$ cat src/assert_macros.svh
`ifndef ASSERT_MACROS_SVH
`define ASSERT_MACROS_SVH

// Checks sampled on the rising edge of clock, off while reset is high.
`define QTD_ASSERT(lbl, prop, msg) \
   lbl: assert property (@(posedge clock) disable iff (reset) prop) else $error(msg);

// Checks that also hold while reset is high.
`define QTD_ASSERT_ALWAYS(lbl, prop, msg) \
   lbl: assert property (@(posedge clock) prop) else $error(msg);

`endif

$ cat src/qtd_ram.sv
`default_nettype none

module qtd_ram #(
   parameter int WIDTH = 32,
   parameter int DEPTH = 16
) (
   input  wire logic                     clock,
   input  wire logic                     we,
   input  wire logic [$clog2(DEPTH)-1:0] waddr,
   input  wire logic [WIDTH-1:0]         wdata,
   input  wire logic [$clog2(DEPTH)-1:0] raddr,
   output logic      [WIDTH-1:0]         rdata
);

   logic [WIDTH-1:0] mem [DEPTH];

   always_ff @(posedge clock) begin
      if (we) begin
         mem[waddr] <= wdata;
      end
      rdata <= mem[raddr];
   end

endmodule

`default_nettype wire

$ cat config.mk
export PLATFORM = sky130hd
export DESIGN_NAME = qtd_ram
export DESIGN_NICKNAME = d
export VERILOG_FILES = /design/src/assert_macros.svh /design/src/qtd_ram.sv
export SDC_FILE = /design/constraint.sdc
export NUM_CORES = 1
export LEC_CHECK = 0
export ABC_CLOCK_PERIOD_IN_PS = 4220
export BUFFER_PORTS_ARGS = -buffer_cell sky130_fd_sc_hd__buf_2
export CAP_MARGIN = 5
export CORE_MARGIN = 2
export CORE_UTILIZATION = 60
export DETAILED_ROUTE_END_ITERATION = 8
export GPL_TIMING_DRIVEN = 1
export PLACE_DENSITY = 0.78
export SLEW_MARGIN = 25
export SYNTH_ARGS = -nofsm -noshare
export SYNTH_HDL_FRONTEND = slang
export SYNTH_SLANG_ARGS = --single-unit
$ cat constraint.sdc
create_clock -name clock -period 4.22 [get_ports clock]
set_input_delay 0.422 -clock clock [delete_from_list [all_inputs] [get_ports clock]]
set_output_delay 0.422 -clock clock [all_outputs]
set_load 0.01 [all_outputs]
==> results of run 1 <==
[synthesized netlist by cell type]
cell type / instances / share of area (%)
edfxtp_1: 512 / 77
mux4_2: 128 / 15
a22oi_1: 64 / 2.4
nand2_1: 33 / 0.62
dfxtp_1: 32 / 3.2
clkbuf_1: 17 / 0.32
nor2_1: 13 / 0.25
buf_4: 11 / 0.42
buf_1: 9 / 0.17
buf_2: 4 / 0.10
nor3_1: 4 / 0.10
buf_6: 2 / 0.11
nand2b_1: 2 / 0.063
nand3b_1: 2 / 0.076
nor2b_1: 2 / 0.063
and2_1: 1 / 0.032
nand3_1: 1 / 0.025
or3b_2: 1 / 0.044
[cell usage in the layout, fill, tap and decap left out]
cell type	instances
nand2_1	33
clkbuf_8	8
edfxtp_1	512
nand3b_1	2
buf_2	71
and2_2	1
a22oi_1	64
nor2b_4	2
or3b_2	1
clkinv_2	11
nand3_1	1
nor2_4	13
nand2b_1	2
clkinv_1	4
buf_12	4
buf_4	17
bufinv_16	9
buf_16	5
clkbuf_16	53
dfxtp_1	32
clkinvlp_4	2
mux4_2	128
clkbuf_1	7
nor3_2	4
[logic make-up (layout without fill, tap and decap cells)]
group	after synthesis	after routing	synth area share [%]
AOI/OAI and AO/OA	64	64	2.420
and+or+nand+nor	59	59	1.273
DFF	544	544	80.67
buffers and inverters	43	191	1.122
muxes	128	128	14.52
[how the worst min path moves through the flow]
stage	from	slack [ns]	end
floorplan	wdata[0]	0.52	mem[0][0]
finish	wdata[28]	0.23	mem[14][28]
global route	wdata[28]	0.23	mem[15][28]
global placement	mem[14][16]	0.65	rdata[16]
CTS	wdata[29]	0.22	mem[8][29]
detailed placement	mem[7][10]	0.66	rdata[10]
[through the flow]
step	utilization [%]	std cells	area, µm²
floorplan	-	838	19850
global placement	64.16	1329	20880
detailed placement	64.64	1335	21030
CTS	70.19	1428	22840
global route	70.19	1428	22840
finish	70.19	1428	22840
[where the power goes]
group	internal [mW]	switching, mW
combinational	0.224	0.324
sequential	6.04	0.0404
clock	2.96	1.91
total	9.22	2.27
[routing by layer]
metal / GRT usage, % / up-vias / wire, µm / part of all wire (%)
met1: 36.17 / 4921 / 16560 / 40
li1: - / 3788 / - / -
met3: 4.735 / 80 / 3453 / 8.3
met5: 0 / - / 9 / 0.022
met2: 40.39 / 494 / 20610 / 49
met4: 7.433 / 2 / 1006 / 2.4
[state kept, by name, summed over array words and instances, names as in the netlist]
signal and cells:
mem 512, rdata 32
[worst max-delay path, cell delays in order]
cell	delay, ns
buf_2	0.12
nand3b_1	0.39
nor2_4	0.91
buf_4	0.37
[cell type report]
type                    instances  share of cell area (%)
clock buffers                  67                   6.345
clock inverters                26                   1.556
multi-input cells             251                   16.42
flip-flops and latches        544                   70.13
well taps                     442                   2.422
repair buffers                 98                   3.128
==> results.sh, run 1 <==
export IMPL_critPathArrivalTime_ns=2.23
export IMPL_die_w_um=185.9
export IMPL_cts_hold_buf=0
export IMPL_finalSetupViolations=0
export IMPL_worstHoldPathType="primary input to register"
export IMPL_htreeDepth=2
export IMPL_pre_cts_ws_ns=1.690
export IMPL_critPathMaxFanout=23
export IMPL_grt_max_degree=56
export IMPL_syn_area_per_cell_um2=23.69
export IMPL_worst_setup_hold_path_clk_slew_ns=0.06
export IMPL_ff_latch_area_um2=16020
export IMPL_synth_area_um2=19850
export IMPL_holdWs_ns=0.2293
export IMPL_start_kind="primary input"
export IMPL_numCtsBuffers=50
export IMPL_synth_distinct_cells=18
export IMPL_pin_count=74
export IMPL_worstSetupEndpoint="mem[9][30]"
export IMPL_hold_viol=0
export IMPL_chipHeight_um=185.9
export IMPL_r2r_cells=3
export IMPL_initial_core_util_pct=61.02
export IMPL_route_detailed_drc=0
export IMPL_rsz0062_at_grt="no"
export IMPL_maxCapViolations=0
export IMPL_tns_ns=0
export IMPL_fin_crit_sh_pct=47.02
export IMPL_grt_pass1_wl_um=61760
export IMPL_grt_use_total_pct=25.18
export IMPL_crit_reg2reg_capture="rdata[15]"
export IMPL_regToRegSetupSlack_ns=2.80
export IMPL_cp_end_kind="register"
export IMPL_multi_input_area_um2=3750
export IMPL_tightestPinTransition_ns=1.017
export IMPL_area_growth_pct=15.02
export IMPL_clockBufferDepth=3
export IMPL_yosys_register_bits=544
export IMPL_crit_required_ns=4.46
export IMPL_drive_gt1_share_pct=33.37
export IMPL_relSlewSlack_pct=32.01
export IMPL_wl_per_cell_um=29.16
export IMPL_rows=66
export IMPL_ys_seq_area_share_pct=80.67
export IMPL_drt_iter0_drc=1089
export IMPL_power_density_nw_per_um2=503.3
export IMPL_core_um2=32540
export IMPL_fin_crit_ns=1.984
export IMPL_syn_inst=838
export IMPL_grt_pass1_vias=9620
export IMPL_gr_total_overflow=0
export IMPL_outcome="finished clean"
export IMPL_cts_root_buf="clkbuf_16"
export IMPL_fin_nets=987
export IMPL_numClockSinks=544
export IMPL_ant_nets=0
export IMPL_synthesis_nets=880
export IMPL_fillers=1884
export IMPL_cts_tree="yes"
export IMPL_hold_path_cell_count=1
export IMPL_clock_latency_ns=0.56
export IMPL_drt_pass1_iter_count=5
export IMPL_setup_ws_ns=2.236
export IMPL_ctsResizeCount=0
export IMPL_regToRegStartpoint="mem[3][15]"
export IMPL_critPathLaunch="waddr[2]"
export IMPL_place_gp_congestion=0.7317
export IMPL_diodes=0
export IMPL_portBuffers=73
export IMPL_p_total_mw=11.49
export IMPL_drv_slew=0
export IMPL_antenna_found_initial=1
export IMPL_dr_total_vias=9285
export IMPL_place_hpwl_um=21580
export IMPL_dieArea_um2=34560
export IMPL_clock_skew_ns=0.01605
export IMPL_peakVddDrop_uv=331.9
export IMPL_path_class="primary input to register"
export IMPL_routed_wl_um=41640
export IMPL_p_leak_nw=7.393
export IMPL_postCtsSetupBuffers=0
export IMPL_drt_vias_per_instance=6.502
export IMPL_fmax_ghz=0.5040
export IMPL_yosys_warnings=0
No activity file was read; power rests on OpenSTA's default activity.
==> run 2, diff against run 1 <==
- ABC_AREA: default -> 1
- ABC_CLOCK_PERIOD_IN_PS: 4220 -> 2000
- PLACE_DENSITY: 0.78 -> 0.77
- clock period: 4.22 -> 2 ns (I/O delays scaled with it)
==> run 2 against run 1 <==
Utilization fell by 1.5 points. Sequential cell count unchanged. Sequential share of layout area shrank 8.0 points. Combinational power increased to 2.8 times the previous value. Total power rose by 110%. Hold slack got worse by 0.20 ns. Critical path type is now register to output pin. Largest cell class unchanged. Highest routed layer is now met4.
==> results.sh, run 2 <==
export IMPL_outcome="finished clean"
export IMPL_critPathMaxFanout=1
export IMPL_top_register="mem"
export IMPL_fmax_ghz=0.7516
export IMPL_gr_total_overflow=0
export IMPL_critPathMaxStageDelay_ns=0.39
export IMPL_power_density_nw_per_um2=922.4
export IMPL_synth_most_common_cell="nand2_1"
export IMPL_place_gp_congestion=0.7724
export IMPL_rsz0062_at_grt="no"
export IMPL_clockBufferDepth=3
export IMPL_synth_area_leaders="edfxtp_1 (68%), nand2_1 (11%), nand3_1 (8.5%), inv_1 (6.4%), dfxtp_1 (2.8%)"
export IMPL_crit_required_ns=1.80
export IMPL_crit_reg2reg_capture="rdata[31]"
export IMPL_crit_buf_inv=1
export IMPL_clock_skew_ns=0.01583
export IMPL_final_common_cell="nand2_1"
export IMPL_switching_share_pct=21.73
export IMPL_die_w_um=198.6
export IMPL_fin_crit_ns=1.331
export IMPL_yosys_warnings=0
export IMPL_min_from="wdata[29]"
export IMPL_dr_total_vias=15087
export IMPL_dieArea_um2=39460
export IMPL_cpMaxStageDelayCell="dfxtp_1"
export IMPL_layout_common_cells="nand2_1 (677), edfxtp_1 (512), inv_1 (386)"
export IMPL_finalSetupViolations=0
export IMPL_syn_area_per_cell_um2=10.72
export IMPL_r2r_cells=6
export IMPL_regToRegSetupSlack_ns=0.91
export IMPL_yosys_top_cells_count="nand2_1 (677), edfxtp_1 (512), inv_1 (388)"
export IMPL_grt_use_total_pct=26.46
export IMPL_route_detailed_drc=0
export IMPL_grt_pass1_wl_um=79250
export IMPL_cts_tree="yes"
export IMPL_hold_viol=0
export IMPL_pin_count=74
export IMPL_synth_area_um2=22730
export IMPL_ant_nets=0
export IMPL_p_leak_nw=11.00
export IMPL_maxCapViolations=0
export IMPL_tightestPinTransition_ns=0.6980
export IMPL_drv_slew=0
export IMPL_fillers=2592
export IMPL_ys_async_sr_fraction_pct=0
export IMPL_tns_ns=0
export IMPL_yosysTopAreaCell="edfxtp_1"
export IMPL_grt_max_degree=87
export IMPL_ys_seq_area_share_pct=70.46
export IMPL_top_regs="mem x512, rdata x32"
export IMPL_yosysTopAreaCellShare_pct=67.64
export IMPL_drive_gt1_share_pct=9.345
export IMPL_numCtsBuffers=52
export IMPL_fin_crit_sh_pct=66.53
export IMPL_cts_root_buf="clkbuf_16"
export IMPL_wl_per_cell_um=18.36
export IMPL_switching_power_mw=5.164
export IMPL_fin_nets=2260
export IMPL_cp_end_kind="output pin"
export IMPL_critPathArrivalTime_ns=1.13
export IMPL_place_hpwl_um=26960
export IMPL_numClockSinks=544
export IMPL_synthesis_nets=2162
export IMPL_clock_latency_ns=0.59
export IMPL_yosys_register_bits=544
export IMPL_postCtsSetupBuffers=0
export IMPL_largest_register_ff_count=512
export IMPL_antenna_found_initial=0
export IMPL_power_frac_seq_pct=53.9
export IMPL_regToRegStartpoint="mem[7][31]"
export IMPL_p_total_mw=23.76
export IMPL_synth_distinct_cells=15
export IMPL_internal_power_mw=18.60
export IMPL_worstPathCellList="buf_2"
export IMPL_worst_setup_hold_path_clk_slew_ns=0.06
export IMPL_min_to="mem[2][29]"
export IMPL_synth_edf_count=512
export IMPL_routed_wl_um=50860
export IMPL_drt_vias_per_instance=5.447
export IMPL_power_frac_comb_pct=6.5
export IMPL_area_growth_pct=13.33
export IMPL_final_cells=2770
export IMPL_htreeDepth=2
export IMPL_grt_pass1_vias=15012
export IMPL_clockPowerShare_pct=39.5
export IMPL_hold_path_cell_count=1
export IMPL_start_kind="register"
export IMPL_drt_pass1_iter_count=5
export IMPL_relSlewSlack_pct=53.46
export IMPL_initial_core_util_pct=60.63
export IMPL_chipHeight_um=198.6
export IMPL_holdWs_ns=0.02633
export IMPL_portBuffers=73
export IMPL_dominantRegCellSynth="edfxtp_1"
export IMPL_core_um2=37490
export IMPL_syn_inst=2120
export IMPL_worstHoldPathType="primary input to register"
export IMPL_rows=71
export IMPL_crit_family="flip-flops"
export IMPL_dp_cells=2646
export IMPL_post_route_util_pct=68.71
export IMPL_peakVddDrop_uv=649.1
export IMPL_drt_iter0_drc=1384
export IMPL_path_class="register to output pin"
[run 2: cell count changes after synthesis, sizes merged, moves of 3 or more]
| cell | previous run | this run |
|---|---|---|
| a22oi | 64 | 0 |
| buf | 26 | 91 |
| clkbuf | 17 | 14 |
| inv | 0 | 390 |
| mux4 | 128 | 0 |
| nand2 | 33 | 677 |
| nand3 | 1 | 385 |
| nor2 | 13 | 17 |
| nor3 | 4 | 0 |
[run 2: worst max-delay path by stage]
stage	to	from	cells after the start	slack, ns
CTS	rdata[11]	rdata[11]	1	0.67
global placement	rdata[11]	raddr[0]	8	0.39
detailed placement	rdata[12]	raddr[0]	8	0.35
global route	rdata[11]	rdata[11]	1	0.67
floorplan	mem[10][0]	waddr[2]	2	-0.19
finish	rdata[11]	rdata[11]	1	0.67
[run 2: power groups by stage]
stage / clock [mW] / combinational [mW] / sequential (mW)
2_1_floorplan: 0 / 0.871 / 13.1
3_3_place_gp: 0 / 1.44 / 13.0
3_5_place_dp: 0 / 1.49 / 13.1
4_1_cts: 9.51 / 1.55 / 12.8
5_1_grt: 9.93 / 1.71 / 12.8
6_report: 9.39 / 1.55 / 12.8
[run 2: metrics by stage]
stage                     instance area, µm²  setup slack (ns)
after floorplan                        22750           -0.1927
after global placement                 23850            0.3940
after detailed placement               23850            0.3458
after CTS                              25760            0.6671
after global routing                   25760            0.6691
final                                  25760            0.6695
[run 2: repair_timing]
item | CTS | global route
endpoints found under the hold margin | 421 | 0
gates resized for setup | 0 | 0
hold buffers | 29 | 0
[run 2: cells by family (layout without fill, tap and decap cells)]
| logic type | count (synthesis) | count (layout) | synth area share, % |
|---|---|---|---|
| AND/OR/NAND/NOR | 1081 | 1081 | 20.00 |
| flip-flops | 544 | 544 | 70.46 |
| buffers and inverters | 495 | 633 | 9.539 |
| other | 0 | 1 | 0 |
[run 2: area by class of cell]
type                    count  area (µm²)  share of cell area, %
diodes                      1       2.502               0.009714
clock buffers              69        1426                  5.537
clock inverters            25       192.7                 0.7480
inverters                 390        1471                  5.712
multi-input cells        1081        4667                  18.12
flip-flops and latches    544       16020                  62.17
well taps                 511       639.4                  2.482
repair buffers            149        1345                  5.221
[run 2: layer usage]
metal / up-vias / routed length [µm] / GRT usage [%]
met5: - / 0 / 0
met4: 0 / 1642 / 11.75
met3: 119 / 3700 / 4.052
met2: 648 / 25540 / 45.62
met1: 7278 / 19970 / 33.37
li1: 7042 / - / -
==> run 3, diff against run 2 <==
- ABC_CLOCK_PERIOD_IN_PS: 2000 -> 1100
- CORE_UTILIZATION: 60 -> 56
- PLACE_DENSITY: 0.77 -> 0.76
- clock period: 2 -> 1.1 ns (I/O delays scaled with it)
==> run 3 against run 2 <==
Clock power up 83%. Final cell count grew 3.0%. Combinational power is 120% higher. Clock-buffer cell count up 11. First-iteration DRC count increased by 1.8%. Non-clock buffer count is 68 higher. Largest power group unchanged. Hold slack improved by 0.048 ns. The flow now finishes with violations (negative setup slack).
==> results.sh, run 3 (same netlist as run 2, synthesis figures left out) <==
export IMPL_rows=73
export IMPL_dr_total_vias=15245
export IMPL_p_leak_nw=11.56
export IMPL_grt_pass1_vias=14916
export IMPL_place_gp_congestion=0.8511
export IMPL_path_class="register to output pin"
export IMPL_hold_viol=0
export IMPL_numClockSinks=544
export IMPL_clock_skew_ns=0.008555
export IMPL_cts_tree="yes"
export IMPL_wl_per_cell_um=18.31
export IMPL_tightestPinTransition_ns=0.3895
export IMPL_drt_vias_per_instance=5.343
export IMPL_post_route_util_pct=67.77
export IMPL_grt_max_degree=56
export IMPL_layout_common_cells="nand2_1 (672), edfxtp_1 (512), inv_1 (385)"
export IMPL_holdWs_ns=0.07458
export IMPL_route_detailed_drc=0
export IMPL_relSlewSlack_pct=74.03
export IMPL_worstPathCellList="buf_6"
export IMPL_grt_use_total_pct=25.47
export IMPL_place_hpwl_um=32650
export IMPL_portBuffers=73
export IMPL_fin_crit_sh_pct=104.5
export IMPL_initial_core_util_pct=56.95
export IMPL_worst_setup_hold_path_clk_slew_ns=0.06
export IMPL_routed_wl_um=52250
export IMPL_peakVddDrop_uv=1460
export IMPL_clockBufferDepth=3
export IMPL_die_w_um=205.5
export IMPL_pre_cts_ws_ns=-0.2190
export IMPL_crit_family="flip-flops"
export IMPL_start_kind="register"
export IMPL_grt_pass1_wl_um=81190
export IMPL_critPathMaxFanout=1
export IMPL_rsz0062_at_grt="yes"
export IMPL_crit_buf_inv=1
export IMPL_postCtsSetupBuffers=0
export IMPL_violations="negative setup slack"
export IMPL_pin_count=74
export IMPL_drv_slew=0
export IMPL_worstHoldPathType="primary input to register"
export IMPL_drive_gt1_share_pct=13.32
export IMPL_fin_crit_ns=1.150
export IMPL_cpMaxStageDelayCell="dfxtp_2"
export IMPL_setup_ws_ns=-0.04989
export IMPL_fillers=2654
export IMPL_area_growth_pct=19.01
export IMPL_top_register="mem"
export IMPL_dieArea_um2=42220
export IMPL_finalSetupViolations=32
export IMPL_final_common_cell="nand2_1"
export IMPL_antenna_found_initial=0
export IMPL_ant_nets=0
export IMPL_core_um2=39910
export IMPL_outcome="finished with violations"
export IMPL_diodes=0
export IMPL_clock_latency_ns=0.59
export IMPL_chipHeight_um=205.5
export IMPL_cp_end_kind="output pin"
export IMPL_top_regs="mem x512, rdata x32"
export IMPL_gr_total_overflow=0
export IMPL_largest_register_ff_count=512
export IMPL_maxCapViolations=0
export IMPL_critPathArrivalTime_ns=1.04
export IMPL_fin_nets=2328
export IMPL_drt_pass1_iter_count=6
export IMPL_numCtsBuffers=52
export IMPL_drt_iter0_drc=1409
export IMPL_cts_root_buf="clkbuf_16"
export IMPL_power_density_nw_per_um2=1624
export IMPL_fmax_ghz=0.8696
export IMPL_critPathMaxStageDelay_ns=0.35
export IMPL_htreeDepth=2
export IMPL_crit_required_ns=0.99
-- run 3: cell count changes in the layout (fill, tap and decap cells not counted), moves of 4 or more --
cell	previous run	this run
dfxtp_1	32	12
buf_12	26	67
nand2_4	0	4
clkbuf_1	12	18
clkinv_1	11	3
buf_4	22	46
nand2_1	677	672
dfxtp_2	0	20
clkbuf_8	5	9
buf_2	71	51
buf_6	0	21
-- run 3: area by class of cell --
class / instances / area, µm² / share of cell area [%]
Multi-Input combinational cell: 1081 / 4730 / 17.48
Inverter: 390 / 1479 / 5.467
Timing Repair Buffer: 217 / 2499 / 9.237
Tap cell: 525 / 656.9 / 2.428
Clock buffer: 80 / 1518 / 5.611
Clock inverter: 16 / 128.9 / 0.4764
Sequential cell: 544 / 16040 / 59.30
-- run 3: path summary, 6_finish.rpt --
path	end	slack [ns]	cells past startpoint	start
setup / recovery	rdata[13]	-0.05	1	rdata[13]
hold / removal	rdata[27]	0.07	4	raddr[3]
setup reg to reg	rdata[28]	0.05	6	mem[10][28]
hold reg to reg	rdata[13]	0.65	6	mem[4][13]
-- run 3: what timing repair did --
action / CTS / global route
endpoints found under the hold margin: 512 / 0
hold buffers: 32 / 0
gates resized for setup: 31 / 12
pin swaps: 0 / 0
setup endpoints to repair: 32 / 34
-- run 3: metal layers --
layer / global-route usage (%) / wire length (µm) / part of all wire [%] / vias up
met5: 0 / 0 / 0 / -
met4: 9.224 / 1370 / 2.6 / 0
met3: 3.674 / 4356 / 8.3 / 94
met2: 43.45 / 26220 / 50 / 697
met1: 33.45 / 20300 / 39 / 7281
li1: - / - / - / 7173
-- run 3: report_power, final --
group	leakage, nW	switching, mW	internal (mW)
registers	4.90	0.160	23.2
logic	5.86	2.09	1.27
clock network	0.811	7.29	9.93
total	11.6	9.54	34.4
-- run 3: metrics by stage --
stage / power (mW) / cell area (µm²) / instances / TNS, ns
floorplan: 25.41 / 22910 / 2120 / -115.43
global placement: 26.75 / 24920 / 2725 / -64.53
detailed placement: 26.87 / 24920 / 2725 / -75.29
CTS: 44.07 / 27000 / 2853 / -1.683
global route: 45.26 / 27050 / 2853 / -1.840
finish: 43.92 / 27050 / 2853 / -0.8594
